### config.mk
export PLATFORM = sky130hd
export DESIGN_NAME = http_request_uri_tokenizer_top_flat
export DESIGN_NICKNAME = d
export VERILOG_FILES = /design/src/hrut_pkg.sv /design/src/hrut_in_if.sv /design/src/hrut_out_if.sv /design/src/hrut_char_class.sv /design/src/hrut_parse_core.sv /design/src/http_request_uri_tokenizer_top.sv /design/src/flat_wrapper.sv
export VERILOG_INCLUDE_DIRS = /design/src /design/src/src
export SDC_FILE = /design/constraint.sdc
export NUM_CORES = 1
export LEC_CHECK = 0
export BUFFER_PORTS_ARGS = -buffer_cell sky130_fd_sc_hd__buf_2
export CORE_MARGIN = 1.5
export CORE_UTILIZATION = 55
export DETAILED_ROUTE_END_ITERATION = 10
export PLACE_DENSITY = 0.77
export SLEW_MARGIN = 20
export SYNTH_ARGS = -nofsm -noshare
export SYNTH_HDL_FRONTEND = slang
export SYNTH_SLANG_ARGS = --single-unit
### constraint.sdc
create_clock -name clk_i -period 3.7 [get_ports clk_i]
set_clock_uncertainty 0.15 [all_clocks]
set_input_delay 1.11 -clock clk_i [delete_from_list [all_inputs] [get_ports clk_i]]
set_output_delay 1.11 -clock clk_i [all_outputs]
set_load 0.01 [all_outputs]
### src/http_request_uri_tokenizer_top_macros.svh
// ----------------------------------------------------------------------------
// HTTP request-URI tokenizer assertion macros
// Concurrent assertion wrappers that compile to nothing in synthesis.
// ----------------------------------------------------------------------------
`ifndef HTTP_REQUEST_URI_TOKENIZER_TOP_MACROS_SVH
`define HTTP_REQUEST_URI_TOKENIZER_TOP_MACROS_SVH

`ifndef SYNTHESIS

// A property that must hold at every clock edge outside reset.
`define HRUT_ASSERT(lbl, clk, rst_n, prop) \
  lbl: assert property (@(posedge clk) disable iff (!rst_n) (prop)) \
    else $error("hrut assertion failed");

// A condition that must be followed by a consequence in the next cycle.
`define HRUT_ASSERT_NEXT(lbl, clk, rst_n, ante, cons) \
  lbl: assert property (@(posedge clk) disable iff (!rst_n) (ante) |=> (cons)) \
    else $error("hrut assertion failed");

`else

`define HRUT_ASSERT(lbl, clk, rst_n, prop)
`define HRUT_ASSERT_NEXT(lbl, clk, rst_n, ante, cons)

`endif

`endif

### src/hrut_pkg.sv
// ----------------------------------------------------------------------------
// HTTP request-URI tokenizer package
// Shared codes, character constants, types and the scheme lookup.
// ----------------------------------------------------------------------------
`default_nettype none

package hrut_pkg;

  // Width of the field capacity register and its reset value.
  localparam int unsigned CfgW = 13;
  localparam logic [CfgW-1:0] CapacityReset = 13'd1024;

  // Default upper bound on the per-field byte count.
  localparam int unsigned MaxFieldBytesDef = 4096;

  // Characters with a special meaning in the grammar.
  localparam logic [7:0] ChSp    = " ";
  localparam logic [7:0] ChHt    = 8'h09;
  localparam logic [7:0] ChStar  = "*";
  localparam logic [7:0] ChSlash = "/";
  localparam logic [7:0] ChColon = ":";
  localparam logic [7:0] ChQmark = "?";
  localparam logic [7:0] ChHash  = "#";
  localparam logic [7:0] ChPlus  = "+";
  localparam logic [7:0] ChMinus = "-";
  localparam logic [7:0] ChDot   = ".";
  localparam logic [7:0] ChSemi  = ";";

  // Scheme match progress: characters of "https" matched so far.
  localparam logic [2:0] MatchHttp  = 3'd4;
  localparam logic [2:0] MatchHttps = 3'd5;
  localparam logic [2:0] MatchNone  = 3'd7;

  typedef enum logic [3:0] {
    ROLE_NONE     = 4'd0,
    ROLE_SCHEME   = 4'd1,
    ROLE_HOST     = 4'd2,
    ROLE_PORT     = 4'd3,
    ROLE_PATH     = 4'd4,
    ROLE_QUERY    = 4'd5,
    ROLE_FRAG     = 4'd6,
    ROLE_OPAQUE   = 4'd7,
    ROLE_ASTERISK = 4'd8
  } role_e;

  typedef enum logic [3:0] {
    ERR_NONE     = 4'd0,
    ERR_ASTERISK = 4'd1,
    ERR_SCHEME   = 4'd2,
    ERR_HOST     = 4'd3,
    ERR_PORT     = 4'd4,
    ERR_PATH     = 4'd5,
    ERR_QUERY    = 4'd6,
    ERR_FRAG     = 4'd7,
    ERR_OVERFLOW = 4'd8,
    ERR_AFTER    = 4'd9
  } error_e;

  typedef enum logic [2:0] {
    KIND_UNKNOWN  = 3'd0,
    KIND_ASTERISK = 3'd1,
    KIND_HTTP     = 3'd2,
    KIND_HTTPS    = 3'd3,
    KIND_OTHER    = 3'd4
  } kind_e;

  typedef enum logic [1:0] {
    STATUS_BUSY  = 2'd0,
    STATUS_DONE  = 2'd1,
    STATUS_ERROR = 2'd2
  } status_e;

  typedef enum logic [12:0] {
    PH_SKIP   = 13'b0_0000_0000_0001,
    PH_AST    = 13'b0_0000_0000_0010,
    PH_AST_SP = 13'b0_0000_0000_0100,
    PH_SCHEME = 13'b0_0000_0000_1000,
    PH_SLASH  = 13'b0_0000_0001_0000,
    PH_HOST   = 13'b0_0000_0010_0000,
    PH_PORT   = 13'b0_0000_0100_0000,
    PH_PATH   = 13'b0_0000_1000_0000,
    PH_QUERY  = 13'b0_0001_0000_0000,
    PH_FRAG   = 13'b0_0010_0000_0000,
    PH_OPAQUE = 13'b0_0100_0000_0000,
    PH_DONE   = 13'b0_1000_0000_0000,
    PH_ERR    = 13'b1_0000_0000_0000
  } phase_e;

  // Character classes of one byte.
  typedef struct packed {
    logic sp;
    logic alpha;
    logic digit;
    logic alnum;
    logic pchar;
    logic uric;
  } hrut_class_t;

  // One result beat as produced by the parser core.
  typedef struct packed {
    role_e       byte_role;
    logic [7:0]  echo_byte;
    status_e     parse_status;
    error_e      error_code;
    kind_e       uri_kind;
    logic [15:0] port_value;
    logic        port_given;
    logic        default_path;
  } hrut_result_t;

  // Expected character of "https" at a given match position.
  function automatic logic [7:0] https_char(input logic [2:0] idx);
    logic [7:0] ch;
    case (idx)
      3'd0:    ch = "h";
      3'd1:    ch = "t";
      3'd2:    ch = "t";
      3'd3:    ch = "p";
      3'd4:    ch = "s";
      default: ch = 8'h00;
    endcase
    return ch;
  endfunction

endpackage

`default_nettype wire

### src/hrut_in_if.sv
// ----------------------------------------------------------------------------
// HTTP request-URI tokenizer input channel
// Valid/ready channel carrying one URI byte or a restart command per beat.
// ----------------------------------------------------------------------------
`default_nettype none

interface hrut_in_if;
  logic       valid;
  logic       ready;
  logic       action;
  logic [7:0] octet;

  modport source (output valid, action, octet, input ready);
  modport sink   (input valid, action, octet, output ready);
endinterface

`default_nettype wire

### src/hrut_out_if.sv
// ----------------------------------------------------------------------------
// HTTP request-URI tokenizer output channel
// Valid/ready channel carrying the role and parse status of one byte.
// ----------------------------------------------------------------------------
`default_nettype none

interface hrut_out_if;
  logic        valid;
  logic        ready;
  logic [3:0]  byte_role;
  logic [7:0]  echo_byte;
  logic [1:0]  parse_status;
  logic [3:0]  error_code;
  logic [2:0]  uri_kind;
  logic [15:0] port_value;
  logic        port_given;
  logic        default_path;

  modport source (
    output valid, byte_role, echo_byte, parse_status, error_code, uri_kind,
           port_value, port_given, default_path,
    input  ready
  );
  modport sink (
    input  valid, byte_role, echo_byte, parse_status, error_code, uri_kind,
           port_value, port_given, default_path,
    output ready
  );
endinterface

`default_nettype wire

### src/hrut_char_class.sv
// ----------------------------------------------------------------------------
// HTTP request-URI tokenizer character classifier
// Decodes one byte into the URI character classes used by the parser.
// ----------------------------------------------------------------------------
`default_nettype none

module hrut_char_class (
  input  wire logic [7:0]          octet_i,
  output hrut_pkg::hrut_class_t    class_o
);
  import hrut_pkg::*;

  logic alpha;
  logic digit;
  logic mark;
  logic unreserved;
  logic pchar;

  assign alpha = (octet_i >= "a" && octet_i <= "z") || (octet_i >= "A" && octet_i <= "Z");
  assign digit = (octet_i >= "0" && octet_i <= "9");

  assign mark = (octet_i == "-") || (octet_i == "_") || (octet_i == ".") ||
                (octet_i == "!") || (octet_i == "~") || (octet_i == "*") ||
                (octet_i == "'") || (octet_i == "(") || (octet_i == ")");

  // Percent signs pass through undecoded as ordinary text.
  assign unreserved = alpha || digit || mark || (octet_i == "%");

  assign pchar = unreserved || (octet_i == ":") || (octet_i == "@") ||
                 (octet_i == "&") || (octet_i == "=") || (octet_i == "+") ||
                 (octet_i == "$") || (octet_i == ",");

  assign class_o.sp    = (octet_i == ChSp) || (octet_i == ChHt);
  assign class_o.alpha = alpha;
  assign class_o.digit = digit;
  assign class_o.alnum = alpha || digit;
  assign class_o.pchar = pchar;
  assign class_o.uric  = pchar || (octet_i == ChSemi) || (octet_i == ChSlash) ||
                         (octet_i == ChQmark);

endmodule

`default_nettype wire

### src/hrut_parse_core.sv
// ----------------------------------------------------------------------------
// HTTP request-URI tokenizer parser core
// Holds the parse state and computes the role and status of one byte.
// ----------------------------------------------------------------------------
`default_nettype none

`include "http_request_uri_tokenizer_top_macros.svh"

module hrut_parse_core #(
  parameter int unsigned MAX_FIELD_BYTES = hrut_pkg::MaxFieldBytesDef
) (
  input  wire logic                      clk_i,
  input  wire logic                      rst_ni,
  input  wire logic [hrut_pkg::CfgW-1:0] capacity_i,
  input  wire logic                      step_i,
  input  wire logic                      action_i,
  input  wire logic [7:0]                octet_i,
  output hrut_pkg::hrut_result_t         result_o
);
  import hrut_pkg::*;

  localparam int unsigned CntW = $clog2(MAX_FIELD_BYTES + 1);
  localparam int unsigned CmpW = (CntW > CfgW) ? CntW : CfgW;

  hrut_class_t cls;

  phase_e           phase_q, phase_d, eff_phase;
  logic [CntW-1:0]  cnt_q, cnt_d;
  logic [2:0]       match_q, match_d, match_take;
  logic [15:0]      port_q, port_d;
  logic             seen_q, seen_d;
  kind_e            kind_q, kind_d;
  error_e           err_q, err_d;
  logic             dflt_q, dflt_d;

  role_e            role;
  logic             fail;
  error_e           fail_code;

  logic [CmpW-1:0]  cap_ext, cap_lim, cap_eff;
  logic             room;
  logic             room0;
  logic [19:0]      port_acc_ext, port_next;
  logic             port_ovf;

  hrut_char_class u_class (
    .octet_i (octet_i),
    .class_o (cls)
  );

  // Capacity above the build limit acts as the limit.
  assign cap_ext = CmpW'(capacity_i);
  assign cap_lim = CmpW'(MAX_FIELD_BYTES);
  assign cap_eff = (cap_ext > cap_lim) ? cap_lim : cap_ext;
  assign room    = CmpW'(cnt_q) < cap_eff;
  assign room0   = (cap_eff != '0);

  // Next port value: times ten as two shifts, digit value is the low nibble.
  assign port_acc_ext = 20'(port_q);
  assign port_next    = (port_acc_ext << 3) + (port_acc_ext << 1) + 20'(octet_i[3:0]);
  assign port_ovf     = |port_next[19:16];

  assign match_take = ((match_q < MatchHttps) && (octet_i == https_char(match_q))) ?
                      match_q + 3'd1 : MatchNone;

  always_comb begin
    phase_d   = phase_q;
    cnt_d     = cnt_q;
    match_d   = match_q;
    port_d    = port_q;
    seen_d    = seen_q;
    kind_d    = kind_q;
    err_d     = err_q;
    dflt_d    = dflt_q;
    role      = ROLE_NONE;
    fail      = 1'b0;
    fail_code = ERR_NONE;
    eff_phase = phase_q;

    if (step_i) begin
      if (action_i) begin
        phase_d = PH_SKIP;
        cnt_d   = '0;
        match_d = 3'd0;
        port_d  = '0;
        seen_d  = 1'b0;
        kind_d  = KIND_UNKNOWN;
        err_d   = ERR_NONE;
        dflt_d  = 1'b0;
      end else if (err_q == ERR_NONE) begin
        // The first significant byte and the first byte after the slashes are
        // handled by the phase they lead into.
        if (phase_q == PH_SKIP && !cls.sp) begin
          eff_phase = (octet_i == ChStar)  ? PH_AST :
                      (octet_i == ChSlash) ? PH_PATH : PH_SCHEME;
        end else if (phase_q == PH_SLASH && octet_i != ChSlash) begin
          eff_phase = PH_HOST;
        end
        phase_d = eff_phase;

        case (eff_phase)
          PH_AST: begin
            if (octet_i != ChStar) begin
              fail = 1'b1; fail_code = ERR_ASTERISK;
            end else begin
              phase_d = PH_AST_SP;
              role    = ROLE_ASTERISK;
            end
          end
          PH_AST_SP: begin
            if (!cls.sp) begin
              fail = 1'b1; fail_code = ERR_ASTERISK;
            end else begin
              kind_d  = KIND_ASTERISK;
              phase_d = PH_DONE;
            end
          end
          PH_SCHEME: begin
            if (!room) begin
              fail = 1'b1; fail_code = ERR_OVERFLOW;
            end else if (cnt_q == '0) begin
              if (!cls.alpha) begin
                fail = 1'b1; fail_code = ERR_SCHEME;
              end else begin
                match_d = match_take;
                cnt_d   = cnt_q + 1'b1;
                role    = ROLE_SCHEME;
              end
            end else if (cls.alnum || octet_i == ChPlus || octet_i == ChMinus ||
                         octet_i == ChDot) begin
              match_d = match_take;
              cnt_d   = cnt_q + 1'b1;
              role    = ROLE_SCHEME;
            end else if (octet_i != ChColon) begin
              fail = 1'b1; fail_code = ERR_SCHEME;
            end else if (match_q == MatchHttp || match_q == MatchHttps) begin
              kind_d  = (match_q == MatchHttp) ? KIND_HTTP : KIND_HTTPS;
              cnt_d   = '0;
              phase_d = PH_SLASH;
            end else begin
              // The colon of any other scheme belongs to the opaque text.
              kind_d  = KIND_OTHER;
              cnt_d   = cnt_q + 1'b1;
              phase_d = PH_OPAQUE;
              role    = ROLE_OPAQUE;
            end
          end
          PH_HOST: begin
            if (!room) begin
              fail = 1'b1; fail_code = ERR_OVERFLOW;
            end else if (cnt_q == '0) begin
              if (!cls.alnum) begin
                fail = 1'b1; fail_code = ERR_HOST;
              end else begin
                cnt_d = cnt_q + 1'b1;
                role  = ROLE_HOST;
              end
            end else if (cls.alnum || octet_i == ChMinus || octet_i == ChDot) begin
              cnt_d = cnt_q + 1'b1;
              role  = ROLE_HOST;
            end else begin
              cnt_d = '0;
              if (octet_i == ChColon) begin
                phase_d = PH_PORT;
              end else if (octet_i == ChSlash) begin
                // The slash opens the path and is its first byte.
                if (!room0) begin
                  fail = 1'b1; fail_code = ERR_OVERFLOW;
                end else begin
                  cnt_d   = CntW'(1);
                  phase_d = PH_PATH;
                  role    = ROLE_PATH;
                end
              end else if (cls.sp) begin
                dflt_d = 1'b1; phase_d = PH_DONE;
              end else if (octet_i == ChQmark) begin
                dflt_d = 1'b1; phase_d = PH_QUERY;
              end else if (octet_i == ChHash) begin
                dflt_d = 1'b1; phase_d = PH_FRAG;
              end else begin
                fail = 1'b1; fail_code = ERR_HOST;
              end
            end
          end
          PH_PORT: begin
            if (cls.digit) begin
              if (port_ovf) begin
                fail = 1'b1; fail_code = ERR_PORT;
              end else begin
                port_d = port_next[15:0];
                seen_d = 1'b1;
                role   = ROLE_PORT;
              end
            end else if (!seen_q) begin
              fail = 1'b1; fail_code = ERR_PORT;
            end else begin
              cnt_d = '0;
              if (octet_i == ChSlash) begin
                if (!room0) begin
                  fail = 1'b1; fail_code = ERR_OVERFLOW;
                end else begin
                  cnt_d   = CntW'(1);
                  phase_d = PH_PATH;
                  role    = ROLE_PATH;
                end
              end else if (cls.sp) begin
                dflt_d = 1'b1; phase_d = PH_DONE;
              end else if (octet_i == ChQmark) begin
                dflt_d = 1'b1; phase_d = PH_QUERY;
              end else if (octet_i == ChHash) begin
                dflt_d = 1'b1; phase_d = PH_FRAG;
              end else begin
                fail = 1'b1; fail_code = ERR_PORT;
              end
            end
          end
          PH_PATH: begin
            if (!room) begin
              fail = 1'b1; fail_code = ERR_OVERFLOW;
            end else if (cnt_q == '0) begin
              if (octet_i != ChSlash) begin
                fail = 1'b1; fail_code = ERR_PATH;
              end else begin
                cnt_d = cnt_q + 1'b1;
                role  = ROLE_PATH;
              end
            end else if (cls.pchar || octet_i == ChSlash || octet_i == ChSemi) begin
              cnt_d = cnt_q + 1'b1;
              role  = ROLE_PATH;
            end else begin
              cnt_d = '0;
              if (octet_i == ChQmark) begin
                phase_d = PH_QUERY;
              end else if (octet_i == ChHash) begin
                phase_d = PH_FRAG;
              end else if (cls.sp) begin
                phase_d = PH_DONE;
              end else begin
                fail = 1'b1; fail_code = ERR_PATH;
              end
            end
          end
          PH_QUERY: begin
            if (!room) begin
              fail = 1'b1; fail_code = ERR_OVERFLOW;
            end else if (cls.uric) begin
              cnt_d = cnt_q + 1'b1;
              role  = ROLE_QUERY;
            end else begin
              cnt_d = '0;
              if (octet_i == ChHash) begin
                phase_d = PH_FRAG;
              end else if (cls.sp) begin
                phase_d = PH_DONE;
              end else begin
                fail = 1'b1; fail_code = ERR_QUERY;
              end
            end
          end
          PH_FRAG: begin
            if (!room) begin
              fail = 1'b1; fail_code = ERR_OVERFLOW;
            end else if (cls.uric) begin
              cnt_d = cnt_q + 1'b1;
              role  = ROLE_FRAG;
            end else begin
              cnt_d = '0;
              if (cls.sp) begin
                phase_d = PH_DONE;
              end else begin
                fail = 1'b1; fail_code = ERR_FRAG;
              end
            end
          end
          PH_OPAQUE: begin
            if (!room) begin
              fail = 1'b1; fail_code = ERR_OVERFLOW;
            end else if (cls.sp) begin
              cnt_d   = '0;
              phase_d = PH_DONE;
            end else begin
              cnt_d = cnt_q + 1'b1;
              role  = ROLE_OPAQUE;
            end
          end
          PH_DONE: begin
            fail = 1'b1; fail_code = ERR_AFTER;
          end
          default: begin
            // Leading blanks and the slash run after the scheme are skipped.
          end
        endcase

        if (fail) begin
          err_d   = fail_code;
          phase_d = PH_ERR;
          role    = ROLE_NONE;
        end
      end
    end
  end

  always_ff @(posedge clk_i or negedge rst_ni) begin
    if (!rst_ni) begin
      phase_q <= PH_SKIP;
      cnt_q   <= '0;
      match_q <= 3'd0;
      port_q  <= '0;
      seen_q  <= 1'b0;
      kind_q  <= KIND_UNKNOWN;
      err_q   <= ERR_NONE;
      dflt_q  <= 1'b0;
    end else if (step_i) begin
      phase_q <= phase_d;
      cnt_q   <= cnt_d;
      match_q <= match_d;
      port_q  <= port_d;
      seen_q  <= seen_d;
      kind_q  <= kind_d;
      err_q   <= err_d;
      dflt_q  <= dflt_d;
    end
  end

  // The result reports the state left behind by this byte.
  assign result_o.byte_role    = role;
  assign result_o.echo_byte    = action_i ? 8'h00 : octet_i;
  assign result_o.parse_status = (err_d != ERR_NONE) ? STATUS_ERROR :
                                 (phase_d == PH_DONE) ? STATUS_DONE : STATUS_BUSY;
  assign result_o.error_code   = err_d;
  assign result_o.uri_kind     = kind_d;
  assign result_o.port_value   = port_d;
  assign result_o.port_given   = seen_d;
  assign result_o.default_path = dflt_d;

  `HRUT_ASSERT(a_err_phase, clk_i, rst_ni, (err_q != ERR_NONE) == (phase_q == PH_ERR))
  `HRUT_ASSERT_NEXT(a_err_sticky, clk_i, rst_ni,
    (err_q != ERR_NONE) && !(step_i && action_i), $stable(err_q))
  `HRUT_ASSERT_NEXT(a_port_grows, clk_i, rst_ni,
    step_i && !action_i, port_q >= $past(port_q))
  `HRUT_ASSERT(a_ast_end, clk_i, rst_ni,
    (kind_q != KIND_ASTERISK) || (phase_q == PH_DONE) || (phase_q == PH_ERR))

endmodule

`default_nettype wire

### src/http_request_uri_tokenizer_top.sv
// ----------------------------------------------------------------------------
// HTTP request-URI tokenizer top level
// Tags each request-URI byte with its role and reports the parse status.
// ----------------------------------------------------------------------------
// Usage: each beat on byte_in_i carries either one URI byte (action 0) or a
// restart command (action 1) that returns the parser to its initial state
// for a new request. For every input beat exactly one result beat leaves on
// tag_out_o, in order, carrying the byte's role, the byte itself (zero for a
// restart), the parse status, the sticky error code, the URI kind and the
// port parsed so far.
// The beat is captured in an input register, classified and stepped through
// the parser, and captured in the result register. Throughput is one beat
// per cycle while the receiver keeps tag_out_o.ready high; the only loop is
// the parse state, which is updated once per byte.
// When the receiver stalls, the result register holds its beat and the input
// register keeps one more; byte_in_i.ready falls only when both are full.
// Reset clears both registers, the parse state, and sets the field capacity
// to 1024. The capacity is written through cfg_we_i/cfg_wdata_i while the
// block is idle; the user must keep to this, as the block itself does not
// enforce it. Values above MAX_FIELD_BYTES act as MAX_FIELD_BYTES.
// ----------------------------------------------------------------------------
`default_nettype none

module http_request_uri_tokenizer_top #(
  parameter int unsigned MAX_FIELD_BYTES = hrut_pkg::MaxFieldBytesDef
) (
  input  wire logic                      clk_i,
  input  wire logic                      rst_ni,
  input  wire logic                      cfg_we_i,
  input  wire logic [hrut_pkg::CfgW-1:0] cfg_wdata_i,
  hrut_in_if.sink                        byte_in_i,
  hrut_out_if.source                     tag_out_o
);
  import hrut_pkg::*;

  logic [CfgW-1:0] capacity_q;

  // Input register.
  logic            in_vld_q;
  logic            in_action_q;
  logic [7:0]      in_octet_q;

  // Result register.
  logic            out_vld_q;
  hrut_result_t    result_q;
  hrut_result_t    result_d;

  logic            advance;
  logic            in_take;

  // The input beat moves on whenever the result register is free or drained.
  assign advance = in_vld_q && (!out_vld_q || tag_out_o.ready);
  assign byte_in_i.ready = !in_vld_q || advance;
  assign in_take = byte_in_i.valid && byte_in_i.ready;

  always_ff @(posedge clk_i or negedge rst_ni) begin
    if (!rst_ni) begin
      capacity_q <= CapacityReset;
    end else if (cfg_we_i) begin
      capacity_q <= cfg_wdata_i;
    end
  end

  always_ff @(posedge clk_i or negedge rst_ni) begin
    if (!rst_ni) begin
      in_vld_q <= 1'b0;
    end else if (in_take) begin
      in_vld_q <= 1'b1;
    end else if (advance) begin
      in_vld_q <= 1'b0;
    end
  end

  always_ff @(posedge clk_i) begin
    if (in_take) begin
      in_action_q <= byte_in_i.action;
      in_octet_q  <= byte_in_i.octet;
    end
  end

  hrut_parse_core #(
    .MAX_FIELD_BYTES (MAX_FIELD_BYTES)
  ) u_core (
    .clk_i      (clk_i),
    .rst_ni     (rst_ni),
    .capacity_i (capacity_q),
    .step_i     (advance),
    .action_i   (in_action_q),
    .octet_i    (in_octet_q),
    .result_o   (result_d)
  );

  always_ff @(posedge clk_i or negedge rst_ni) begin
    if (!rst_ni) begin
      out_vld_q <= 1'b0;
    end else if (advance) begin
      out_vld_q <= 1'b1;
    end else if (tag_out_o.ready) begin
      out_vld_q <= 1'b0;
    end
  end

  always_ff @(posedge clk_i) begin
    if (advance) begin
      result_q <= result_d;
    end
  end

  assign tag_out_o.valid        = out_vld_q;
  assign tag_out_o.byte_role    = result_q.byte_role;
  assign tag_out_o.echo_byte    = result_q.echo_byte;
  assign tag_out_o.parse_status = result_q.parse_status;
  assign tag_out_o.error_code   = result_q.error_code;
  assign tag_out_o.uri_kind     = result_q.uri_kind;
  assign tag_out_o.port_value   = result_q.port_value;
  assign tag_out_o.port_given   = result_q.port_given;
  assign tag_out_o.default_path = result_q.default_path;

endmodule

`default_nettype wire

### src/flat_wrapper.sv
// flat-port wrapper written by rule: the top's interface ports become plain ports
module http_request_uri_tokenizer_top_flat import hrut_pkg::*;
#(
  parameter int unsigned MAX_FIELD_BYTES = hrut_pkg::MaxFieldBytesDef
)
  (clk_i, rst_ni, cfg_we_i, cfg_wdata_i, byte_in_i_valid, byte_in_i_action, byte_in_i_octet, byte_in_i_ready, tag_out_o_valid, tag_out_o_byte_role, tag_out_o_echo_byte, tag_out_o_parse_status, tag_out_o_error_code, tag_out_o_uri_kind, tag_out_o_port_value, tag_out_o_port_given, tag_out_o_default_path, tag_out_o_ready);
  hrut_in_if byte_in_i_i ();
  hrut_out_if tag_out_o_i ();
  input  wire logic clk_i;
  input  wire logic rst_ni;
  input  wire logic cfg_we_i;
  input  wire logic [hrut_pkg::CfgW-1:0] cfg_wdata_i;
  input wire logic [$bits(byte_in_i_i.valid)-1:0] byte_in_i_valid;
  input wire logic [$bits(byte_in_i_i.action)-1:0] byte_in_i_action;
  input wire logic [$bits(byte_in_i_i.octet)-1:0] byte_in_i_octet;
  output wire logic [$bits(byte_in_i_i.ready)-1:0] byte_in_i_ready;
  output wire logic [$bits(tag_out_o_i.valid)-1:0] tag_out_o_valid;
  output wire logic [$bits(tag_out_o_i.byte_role)-1:0] tag_out_o_byte_role;
  output wire logic [$bits(tag_out_o_i.echo_byte)-1:0] tag_out_o_echo_byte;
  output wire logic [$bits(tag_out_o_i.parse_status)-1:0] tag_out_o_parse_status;
  output wire logic [$bits(tag_out_o_i.error_code)-1:0] tag_out_o_error_code;
  output wire logic [$bits(tag_out_o_i.uri_kind)-1:0] tag_out_o_uri_kind;
  output wire logic [$bits(tag_out_o_i.port_value)-1:0] tag_out_o_port_value;
  output wire logic [$bits(tag_out_o_i.port_given)-1:0] tag_out_o_port_given;
  output wire logic [$bits(tag_out_o_i.default_path)-1:0] tag_out_o_default_path;
  input wire logic [$bits(tag_out_o_i.ready)-1:0] tag_out_o_ready;
  assign byte_in_i_i.valid = byte_in_i_valid;
  assign byte_in_i_i.action = byte_in_i_action;
  assign byte_in_i_i.octet = byte_in_i_octet;
  assign byte_in_i_ready = byte_in_i_i.ready;
  assign tag_out_o_valid = tag_out_o_i.valid;
  assign tag_out_o_byte_role = tag_out_o_i.byte_role;
  assign tag_out_o_echo_byte = tag_out_o_i.echo_byte;
  assign tag_out_o_parse_status = tag_out_o_i.parse_status;
  assign tag_out_o_error_code = tag_out_o_i.error_code;
  assign tag_out_o_uri_kind = tag_out_o_i.uri_kind;
  assign tag_out_o_port_value = tag_out_o_i.port_value;
  assign tag_out_o_port_given = tag_out_o_i.port_given;
  assign tag_out_o_default_path = tag_out_o_i.default_path;
  assign tag_out_o_i.ready = tag_out_o_ready;
  http_request_uri_tokenizer_top #(.MAX_FIELD_BYTES(MAX_FIELD_BYTES)) u_core (.clk_i(clk_i), .rst_ni(rst_ni), .cfg_we_i(cfg_we_i), .cfg_wdata_i(cfg_wdata_i), .byte_in_i(byte_in_i_i), .tag_out_o(tag_out_o_i));
endmodule
[Word level (Yosys, flattened, before mapping)]
Cells that the tools add are included.
Cells by class
  $add $sub $neg: 4
  $lt $le $gt $ge: 9
  equal/unequal tests: 57
  muxes and demuxes: 220
  bitwise operators: 1
  reductions and logical operators: 62
Operators with widths (number)
  13-bit two-way mux: 61
  8-bit by 6-bit equality test with 1-bit output (second input constant): 19
  4-bit two-way mux: 33
  3-bit two-way mux: 40
  13-bit one-hot mux with 9 select lines: 1
  16-bit two-way mux: 5
  13-bit one-hot mux with 6 select lines: 1
  1-bit two-way mux: 61
  4-bit one-hot mux with 10 select lines: 1
  1-bit logical OR: 33
  4-bit one-hot mux with 8 select lines: 1
  7-bit one-hot mux with 4 select lines: 1
  13-bit by 12-bit equality test with 1-bit output (second input constant): 2
  8-bit by 7-bit equality test with 1-bit output (second input constant): 3
  8-bit by 6-bit inequality test with 1-bit output (second input constant): 3
  19-bit by 17-bit adder with 20-bit output: 1
  20-bit by 4-bit adder with 20-bit output: 1
  2-bit two-way mux: 9
  3-bit by 2-bit inequality test with 1-bit output (second input constant): 6
  8-bit by 7-bit greater-or-equal comparator with 1-bit output (second input constant): 2
  8-bit by 7-bit less-or-equal comparator with 1-bit output (second input constant): 2
  8-bit two-way mux: 2
  14-bit AND reduction: 1
  13-bit by 1-bit adder with 13-bit output (second input constant): 1
  45 further kinds: 63
Word-level totals
  register bits after elaboration: 117
  bits of input ports: 27
  output and inout bits: 41
  word-level logic and storage cells: 374

[Logic depth before layout (Yosys ltp)]
Gate-level depths: netlist (run 1).
  depth after elaboration: 33
  gate-level depth with buffers: 17
  depth with buffers taken out: 15

[Cells and area by module]
A second synthesis (run 1) with hierarchy kept.
Second synthesis, totals
  cell total of the unflattened synthesis: 975
  area, all modules: 8729.6 µm²
Modules (own cells, without submodules)
  hrut_parse_core: instances 1, cells an instance 841, area an instance 6306.0 µm², seq. area each 1352.5 µm²
  http_request_uri_tokenizer_top: instances 1, cells an instance 83, area an instance 2052.0 µm², seq. area each 1818.0 µm²
  hrut_char_class: instances 1, cells an instance 51, area an instance 371.6 µm², seq. area each 0.0 µm²

[Worst setup path before layout (run 1)]
OpenSTA, ideal clock, no wires.
  kind: register to register
  start: reg u_core.u_core.port_q[0]
  end: reg u_core.result_q (netlist bit u_core.tag_out_o.port_value[12]) (data pin)
  setup time: 0.266 ns
  arrival: 3.576 ns
  required time: 3.284 ns
  setup slack: -0.292 ns
  stages on the path, launching flop included: 15
  path buffers: 2
  period minus slack after synthesis: 3.992 ns
  cell sequence: dfrtp_1 fa_1 inv_1 fa_1 nor2b_1 o31ai_1 a211o_1 a2111oi_0 or3_1 nand3_1 or3_1 clkbuf_1 clkbuf_1 a21oi_1 nor2_1
RTL lines
  start: declaration: RTL line hrut_parse_core.sv:30  | logic [15:0] port_q, port_d;
  start signal: assignment: RTL line hrut_parse_core.sv:317  | port_q <= port_d;
  end signal: assignment: RTL line http_request_uri_tokenizer_top.sv:105  | result_q <= result_d;
  end: declaration: RTL line http_request_uri_tokenizer_top.sv:45  | hrut_result_t result_q;

[Final worst setup path (run 1)]
  start: reg u_core.u_core.port_q[0]
  end: reg u_core.result_q (netlist bit u_core.tag_out_o.byte_role[1]) (data pin)
Between the ends
  word-level cells in the longest chain between the ends: 10
  elaborated cells between the ends (all ways): 13
  those cells by class: add/sub (2); mux (9); reduce/logical (2)
RTL lines
  19-bit by 17-bit adder with 20-bit output (*): RTL line hrut_parse_core.sv:60  | assign port_next = (port_acc_ext << 3) + (port_acc_ext << 1) + 20'(octet_i[3:0]);
  20-bit by 4-bit adder with 20-bit output (*): RTL line hrut_parse_core.sv:60
  4-bit OR reduction (*): RTL line hrut_parse_core.sv:61  | assign port_ovf = |port_next[19:16];
  1-bit two-way mux: RTL line hrut_parse_core.sv:187  | if (port_ovf) begin
  1-bit two-way mux: RTL line hrut_parse_core.sv:186  | if (cls.digit) begin
  1-bit one-hot mux with 10 select lines: RTL line hrut_parse_core.sv:101  | case (eff_phase)
  1-bit two-way mux: RTL line hrut_parse_core.sv:90  | end else if (err_q == ERR_NONE) begin
  1-bit two-way mux: RTL line hrut_parse_core.sv:81  | if (action_i) begin
  1-bit two-way mux: RTL line hrut_parse_core.sv:80  | if (step_i) begin
  3-bit OR reduction (no line)
Mark *: on every way between the ends. The rest lies on a longest branch, timed or not. The select of a mux whose other input is x is not followed.
A chain may end at the register's enable or synchronous reset.

==> insert_results.sql, run 1 <==
INSERT INTO impl_metrics (metric_group, metric, value, unit) VALUES
('routing', 'ant_nets', '0', ''),
('power_and_ir_drop', 'peakVddDrop', '0.417', 'mV'),
('die', 'floorplan.rows', '45', ''),
('clock_tree', 'worst_skew_pair.late_latency', '0.43', 'ns'),
('worst_setup_path', 'criticalPathCategory', 'register to register', ''),
('routing', 'highest-signal-layer', 'met4', ''),
('grt', 'overall_fraction_of_global_route_tracks_in_use', '34.8', '%'),
('final_layout', 'n_antenna_cell', '0', ''),
('grt', 'grt_max_degree', '37', ''),
('placed_design', 'dp_worst_setup_slack', '-0.370', 'ns'),
('die', 'chipWidth', '127', 'um'),
('timing', 'timing.final.ws_setup', '-0.367', 'ns'),
('timing', 'maxSlewHeadroom', '44.3', '%'),
('yosys', 'synthFlopType', 'sky130_fd_sc_hd__dfrtp_1', ''),
('placed_design', 'dpl.hpwl', '20100', 'um'),
('timing', 'timing.final.crit_period', '4.07', 'ns'),
('timing', 'fmax', '0.246', 'GHz'),
('routing', 'sum_of_routed_wire_length_over_all_layers', '27800', 'um'),
('routing', 'drc', '0', ''),
('routing', 'route.met3.wl', '1980', 'um'),
('power_and_ir_drop', 'power_density_cells', '491', 'nW/um2'),
('clock_tree', 'cts_tree', 'done', ''),
('routing', 'wl_per_cell', '20.0', 'um'),
('timing', 'setup_viol', '46', ''),
('yosys', 'syn_area_per_cell', '8.77', 'um2'),
('worst_setup_path', 'critical_path_peak_fanout', '4', ''),
('worst_setup_path', 'r2r_setup_slack', '-0.37', 'ns'),
('yosys', 'synth_enable_flop_cells', '48', ''),
('run_status', 'outcome', 'finished, violations left', ''),
('run_status', 'failing_checks', 'negative setup slack', ''),
('min_path', 'hp-start', 'u_core.u_core.kind_q[2]', ''),
('final_layout', 'final_cell_mix', '164 x sky130_fd_sc_hd__buf_4, 139 x sky130_fd_sc_hd__nand2_1, 83 x sky130_fd_sc_hd__nor2_1', ''),
('worst_setup_path', 'critPathRequiredTime', '3.83', 'ns'),
('grt', 'first_global_vias', '8369', ''),
('clock_tree', 'clk_pin_slew', '0.06', 'ns'),
('timing', 'worst_slew_pin_slew', '0.834', 'ns'),
('timing', 'fin_crit_share', '110', '%'),
('final_layout', 'finalNetCount', '1266', ''),
('worst_setup_path', 'critPathCaptureType', 'register', ''),
('timing', 'slew_violations', '0', ''),
('yosys', 'mapped_area', '8450', 'um2'),
('die', 'boundaryPins', '68', ''),
('routing', 'num_vias', '8723', ''),
('die', 'coreArea', '15100', 'um2'),
('clock_tree', 'cts_inserted_buffers', '17', ''),
('timing', 'final_hold_vios', '0', ''),
('die', 'fp.dieArea', '16100', 'um2'),
('clock_tree', 'tritoncts_num_sinks', '117', ''),
('worst_setup_path', 'reg2reg_depth', '14', ''),
('yosys', 'async_reset_ff_share', '59.0', '%'),
('clock_tree', 'ctsLongestPathBuffers', '2', ''),
('final_layout', 'area_growth', '34.4', '%'),
('final_layout', 'share_of_layout_cells_above_drive_strength_1', '31.8', '%'),
('grt', 'global_route.overflow_total', '0', ''),
('placed_design', 'numPortBuffers', '67', ''),
('power_and_ir_drop', 'p_leak', '5.08', 'nW'),
('routing', 'met2_wirelength', '13000', 'um'),
('routing', 'detail_route.iter0.violations', '858', ''),
('grt', 'antenna_violations_before_repair', '0', ''),
('placed_design', 'place.gp.congestion', '1.01', ''),
('yosys', 'synth-warning-count', '0', ''),
('clock_tree', 'htreeDepth', '4', ''),
('final_layout', 'layout.cells.most_common', 'sky130_fd_sc_hd__buf_4', ''),
('worst_setup_path', 'cp-start-kind', 'register', ''),
('worst_setup_path', 'rr_startpoint', 'u_core.u_core.port_q[0]', ''),
('yosys', 'synth-seq-area-share', '37.5', '%'),
('yosys', 'yosys_register_bits', '117', ''),
('timing', 'rsz0062_at_grt', 'true', ''),
('clock_tree', 'cts.hold.buffers_added', '0', ''),
('routing', 'drt-pass1-iter-count', '6', ''),
('grt', 'grt_pass1_wl', '43700', 'um');
## cell usage after synthesis (all sizes together), types with 13 or more instances
library cell,n,area (um2)
inv,22,82.6
ha,49,613
nand2,142,533
mux2,14,158
clkbuf,34,128
edfxtp,48,1440
nand3,26,130
o21ai,62,310
a21oi,62,310
dfrtp,67,1680
nor3,32,165
nand2b,15,93.8
o31ai,13,103
nor2b,19,119
nor2,93,352
## cells by family (layout without fill, tap and decap cells)
kind of cell,count (synthesis),count (layout),share of synthesized area (%)
simple gates,416,416,24.6
mux,16,16,2.10
compound gates,274,274,22.5
xor+xnor,22,22,2.37
flops,117,117,37.5
buf+inv,67,305,3.20
fa+ha+maj,51,51,7.73
## layout make-up
class	count	area, um2
repair buffers	250	1810
fillers	1095	3740
flip-flops and latches	117	3170
clock buffers	19	433
well taps	188	235
multi-input cells	779	5410
clock inverters	13	205
inverters	23	86.3
## critical path, cell delays in order, from the launching register on
cell and delay [ns]:
sky130_fd_sc_hd__dfrtp_1 0.39, sky130_fd_sc_hd__fa_1 0.59, sky130_fd_sc_hd__inv_2 0.05, sky130_fd_sc_hd__fa_2 0.39, sky130_fd_sc_hd__nor2b_4 0.17, sky130_fd_sc_hd__o31ai_4 0.08
sky130_fd_sc_hd__a211o_1 0.33, sky130_fd_sc_hd__a2111oi_4 0.38, sky130_fd_sc_hd__or3_4 0.21, sky130_fd_sc_hd__nand3_4 0.09, sky130_fd_sc_hd__buf_6 0.16, sky130_fd_sc_hd__buf_6 0.10
sky130_fd_sc_hd__a21o_4 0.21, sky130_fd_sc_hd__or3b_4 0.44, sky130_fd_sc_hd__a31oi_1 0.15
## repair_timing
action | 4_1_cts | 5_1_grt
gates resized for setup | 30 | 65
pin swaps | 12 | 23
setup buffers | 5 | 15
endpoints found under the setup margin | 51 | 72
## power breakdown
part | switching, mW | total (mW) | internal (mW)
Sequential | 0.0875 | 1.56 | 1.47
Combinational | 1.24 | 2.21 | 0.968
Clock | 0.611 | 1.80 | 1.19
Total | 1.94 | 5.57 | 3.63
## worst max-delay path by stage
| stage | to | slack (ns) | start |
|---|---|---|---|
| final | u_core.tag_out_o.byte_role[1] | -0.37 | u_core.u_core.port_q[0] |
| after global routing | u_core.u_core.port_q[12] | -0.54 | u_core.u_core.port_q[0] |
| after CTS | u_core.tag_out_o.parse_status[0] | -0.27 | u_core.u_core.port_q[0] |
| after detailed placement | u_core.tag_out_o.parse_status[0] | -0.37 | u_core.in_octet_q[3] |
| after global placement | u_core.tag_out_o.parse_status[0] | -0.22 | u_core.in_octet_q[3] |
| after floorplan | u_core.tag_out_o.port_value[12] | -0.03 | u_core.in_octet_q[3] |
## per-layer routing
metal / vias up / track usage [%]
met5: - / 0
met4: 0 / 15.0
met3: 97 / 5.95
met2: 431 / 55.3
met1: 4153 / 47.2
li1: 4042 / -
## state kept, by name, indices dropped and copies added (netlist names), 2 cells and up
| name | flops |
|---|---|
| u_core.capacity_q | 13 |
| u_core.tag_out_o.parse_status | 2 |
| u_core.in_octet_q | 8 |
| u_core.u_core.kind_q | 3 |
| u_core.tag_out_o.port_value | 16 |
| u_core.u_core.phase_q | 13 |
| u_core.u_core.match_q | 3 |
| u_core.tag_out_o.echo_byte | 8 |
| u_core.tag_out_o.error_code | 4 |
| u_core.u_core.err_q | 4 |
| u_core.u_core.port_q | 16 |
| u_core.u_core.cnt_q | 13 |
| u_core.tag_out_o.uri_kind | 3 |
| u_core.tag_out_o.byte_role | 4 |
## metrics by stage
step	TNS [ns]	cell area (um2)	utilization (%)	instances
finish	-11.18	11400	75.2	1389
global route	-17.42	11400	75.2	1389
CTS	-4.21	10900	72.5	1374
detailed placement	-8.66	10100	67.0	1337
global placement	-5.15	10100	67.0	1337
floorplan	-0.0937	8490	-	963
No activity file was read; power rests on OpenSTA's default activity.
==> run 2, diff against run 1 <==
REMOVE_ABC_BUFFERS = 1   (was unset)
==> insert_results.sql, run 2 (synthesis results as in run 1) <==
INSERT INTO impl_metrics (metric_group, metric, value, unit) VALUES
('routing', 'ant_nets', '0', ''),
('grt', 'grt_pass1_wl', '43500', 'um'),
('run_status', 'failing_checks', 'negative setup slack', ''),
('timing', 'timing.final.crit_period', '3.91', 'ns'),
('placed_design', 'dp.cells', '1335', ''),
('die', 'initial_utilization', '56.0', '%'),
('routing', 'wl_per_cell', '20.0', 'um'),
('min_path', 'hold_path_class', 'register to register', ''),
('grt', 'antenna_violations_before_repair', '0', ''),
('placed_design', 'dp_worst_setup_slack', '-0.457', 'ns'),
('placed_design', 'place.gp.congestion', '0.987', ''),
('final_layout', 'postLayoutCellArea', '11300', 'um2'),
('power_and_ir_drop', 'peakVddDrop', '0.379', 'mV'),
('clock_tree', 'htreeDepth', '4', ''),
('clock_tree', 'cts_inserted_buffers', '17', ''),
('timing', 'timing.final.ws_setup', '-0.208', 'ns'),
('final_layout', 'area_growth', '33.3', '%'),
('clock_tree', 'cts_tree', 'done', ''),
('timing', 'worst_slew_pin_slew', '0.987', 'ns'),
('run_status', 'outcome', 'finished, violations left', ''),
('timing', 'whs', '0.336', 'ns'),
('worst_setup_path', 'most_repeated_library_cell_on_the_critical_path', 'sky130_fd_sc_hd__ha_1', ''),
('final_layout', 'share_of_layout_cells_above_drive_strength_1', '32.7', '%'),
('timing', 'rsz0062_at_grt', 'true', ''),
('clock_tree', 'clk_pin_slew', '0.06', 'ns'),
('routing', 'num_vias', '8852', ''),
('clock_tree', 'cts-root-buf', 'sky130_fd_sc_hd__clkbuf_16', ''),
('routing', 'drt-pass1-iter-count', '8', ''),
('timing', 'maxSlewHeadroom', '32.5', '%'),
('worst_setup_path', 'critical_path_peak_fanout', '4', ''),
('die', 'chipWidth', '127', 'um'),
('grt', 'first_global_vias', '8333', ''),
('worst_setup_path', 'cp-start-kind', 'register', ''),
('die', 'die_height', '127', 'um'),
('worst_setup_path', 'critPathCaptureType', 'register', ''),
('final_layout', 'n_antenna_cell', '0', ''),
('timing', 'setup_viol', '36', ''),
('worst_setup_path', 'cpPeakStageDelay', '0.44', 'ns'),
('placed_design', 'detailed_place.area', '10100', 'um2'),
('worst_setup_path', 'data_arrival_at_the_endpoint_of_the_critical_path', '4.05', 'ns'),
('power_and_ir_drop', 'p_leak', '5.01', 'nW'),
('die', 'coreArea', '15100', 'um2'),
('die', 'boundaryPins', '68', ''),
('final_layout', 'finalNetCount', '1262', ''),
('power_and_ir_drop', 'power_density_cells', '462', 'nW/um2'),
('timing', 'final_hold_vios', '0', ''),
('die', 'floorplan.rows', '45', ''),
('routing', 'sum_of_routed_wire_length_over_all_layers', '27700', 'um'),
('routing', 'detail_route.iter0.violations', '828', ''),
('final_layout', 'final_instance_count_excl_fillers', '1385', ''),
('timing', 'fin_crit_share', '106', '%'),
('worst_setup_path', 'cp_slowest_cell', 'sky130_fd_sc_hd__edfxtp_1', ''),
('timing', 'slew_violations', '0', ''),
('final_layout', 'layout.cells.most_common', 'sky130_fd_sc_hd__buf_4', ''),
('run', 'drv_cap', '0', ''),
('grt', 'grt_max_degree', '42', ''),
('die', 'fp.dieArea', '16100', 'um2'),
('clock_tree', 'tritoncts_num_sinks', '117', ''),
('placed_design', 'numPortBuffers', '67', ''),
('routing', 'drc', '0', ''),
('placed_design', 'dpl.hpwl', '19700', 'um'),
('worst_setup_path', 'critPathRequiredTime', '3.84', 'ns'),
('clock_tree', 'ctsLongestPathBuffers', '2', ''),
('grt', 'overall_fraction_of_global_route_tracks_in_use', '34.3', '%'),
('final_layout', 'share_of_the_core_filled_with_cells_in_the_final_layout', '74.6', '%'),
('worst_setup_path', 'crit_chain', 'ha_1, ha_1, inv_1, fa_2, nor2b_2, o31ai_2, a211o_1, and3_1, or3_4, nand3_4, a211oi_4, a21o_1, a22o_1, nor4_2, and4bb_1', ''),
('timing', 'fmax', '0.256', 'GHz'),
('routing', 'avgViaCountPerCell', '6.39', ''),
('clock_tree', 'worst_skew_pair.late_latency', '0.43', 'ns'),
('final_layout', 'final_cell_mix', '167 x sky130_fd_sc_hd__buf_4, 139 x sky130_fd_sc_hd__nand2_1, 86 x sky130_fd_sc_hd__nor2_1', ''),
('worst_setup_path', 'criticalPathCategory', 'register to register', ''),
('grt', 'global_route.overflow_total', '0', ''),
('clock_tree', 'cts.hold.buffers_added', '0', '');
run 2: changes by cell type in the layout (fill, tap and decap cells not counted), sizes merged:
cell / change
inv: +2
clkinvlp: +3
clkinv: +1
buf: -6
bufinv: -4
run 2: area by class of cell:
class	count	area (um2)
Clock buffer	17	425
Multi-Input combinational cell	779	5430
Tap cell	188	235
Fill cell	1085	3830
Inverter	23	86.3
Sequential cell	117	3170
Timing Repair Buffer	246	1790
Clock inverter	15	131
run 2: report_power, final:
| group | internal (mW) | switching (mW) | leakage, nW | total (mW) |
|---|---|---|---|---|
| clock network | 0.922 | 0.643 | 0.262 | 1.57 |
| registers | 1.47 | 0.0913 | 1.39 | 1.56 |
| logic | 0.886 | 1.19 | 3.36 | 2.08 |
run 2: routing by layer:
metal  GRT usage, %  part of all wire (%)  vias to the layer above
met5              0                     0                        -
met1           45.2                    41                     4260
li1               -                     -                     4041
met4           13.9                   3.8                        0
met2           55.6                    47                      458
met3           6.79                   7.8                       93
run 2: critical path: cells and delay by family (launching register included):
kind	cells	cell delay, ns
buf+inv	1	0.07
compound gates	5	0.93
flops	1	0.44
fa+ha+maj	3	0.89
simple gates	6	1.29
run 2: what timing repair did:
item / 4_1_cts / 5_1_grt
buffers inserted: 5 / 12
setup endpoints to repair: 51 / 62
pin swaps: 14 / 21
cloned: 0 / 2
gates resized for setup: 26 / 79
run 2: path summary, 6_finish.rpt:
check / start / endpoint / slack (ns) / depth (start not counted)
worst max-delay path: u_core.in_octet_q[2] / u_core.tag_out_o.parse_status[0] / -0.21 / 15
worst min-delay path: u_core.u_core.kind_q[2] / u_core.u_core.kind_q[2] / 0.34 / 2
worst max register to register: u_core.in_octet_q[2] / u_core.tag_out_o.parse_status[0] / -0.21 / 15
worst min register to register: u_core.u_core.kind_q[2] / u_core.u_core.kind_q[2] / 0.34 / 2
max in group asynchronous: rst_ni / u_core.u_core.phase_q[0] / 2.09 / 2
min in group asynchronous: rst_ni / u_core.u_core.match_q[1] / 0.56 / 1
run 2: stage by stage:
stage	power (mW)	TNS, ns
finish	5.20	-4.06
detailed placement	3.46	-10.86
CTS	5.09	-3.16
global route	5.44	-9.41
global placement	3.44	-7.03
floorplan	2.59	-34.57
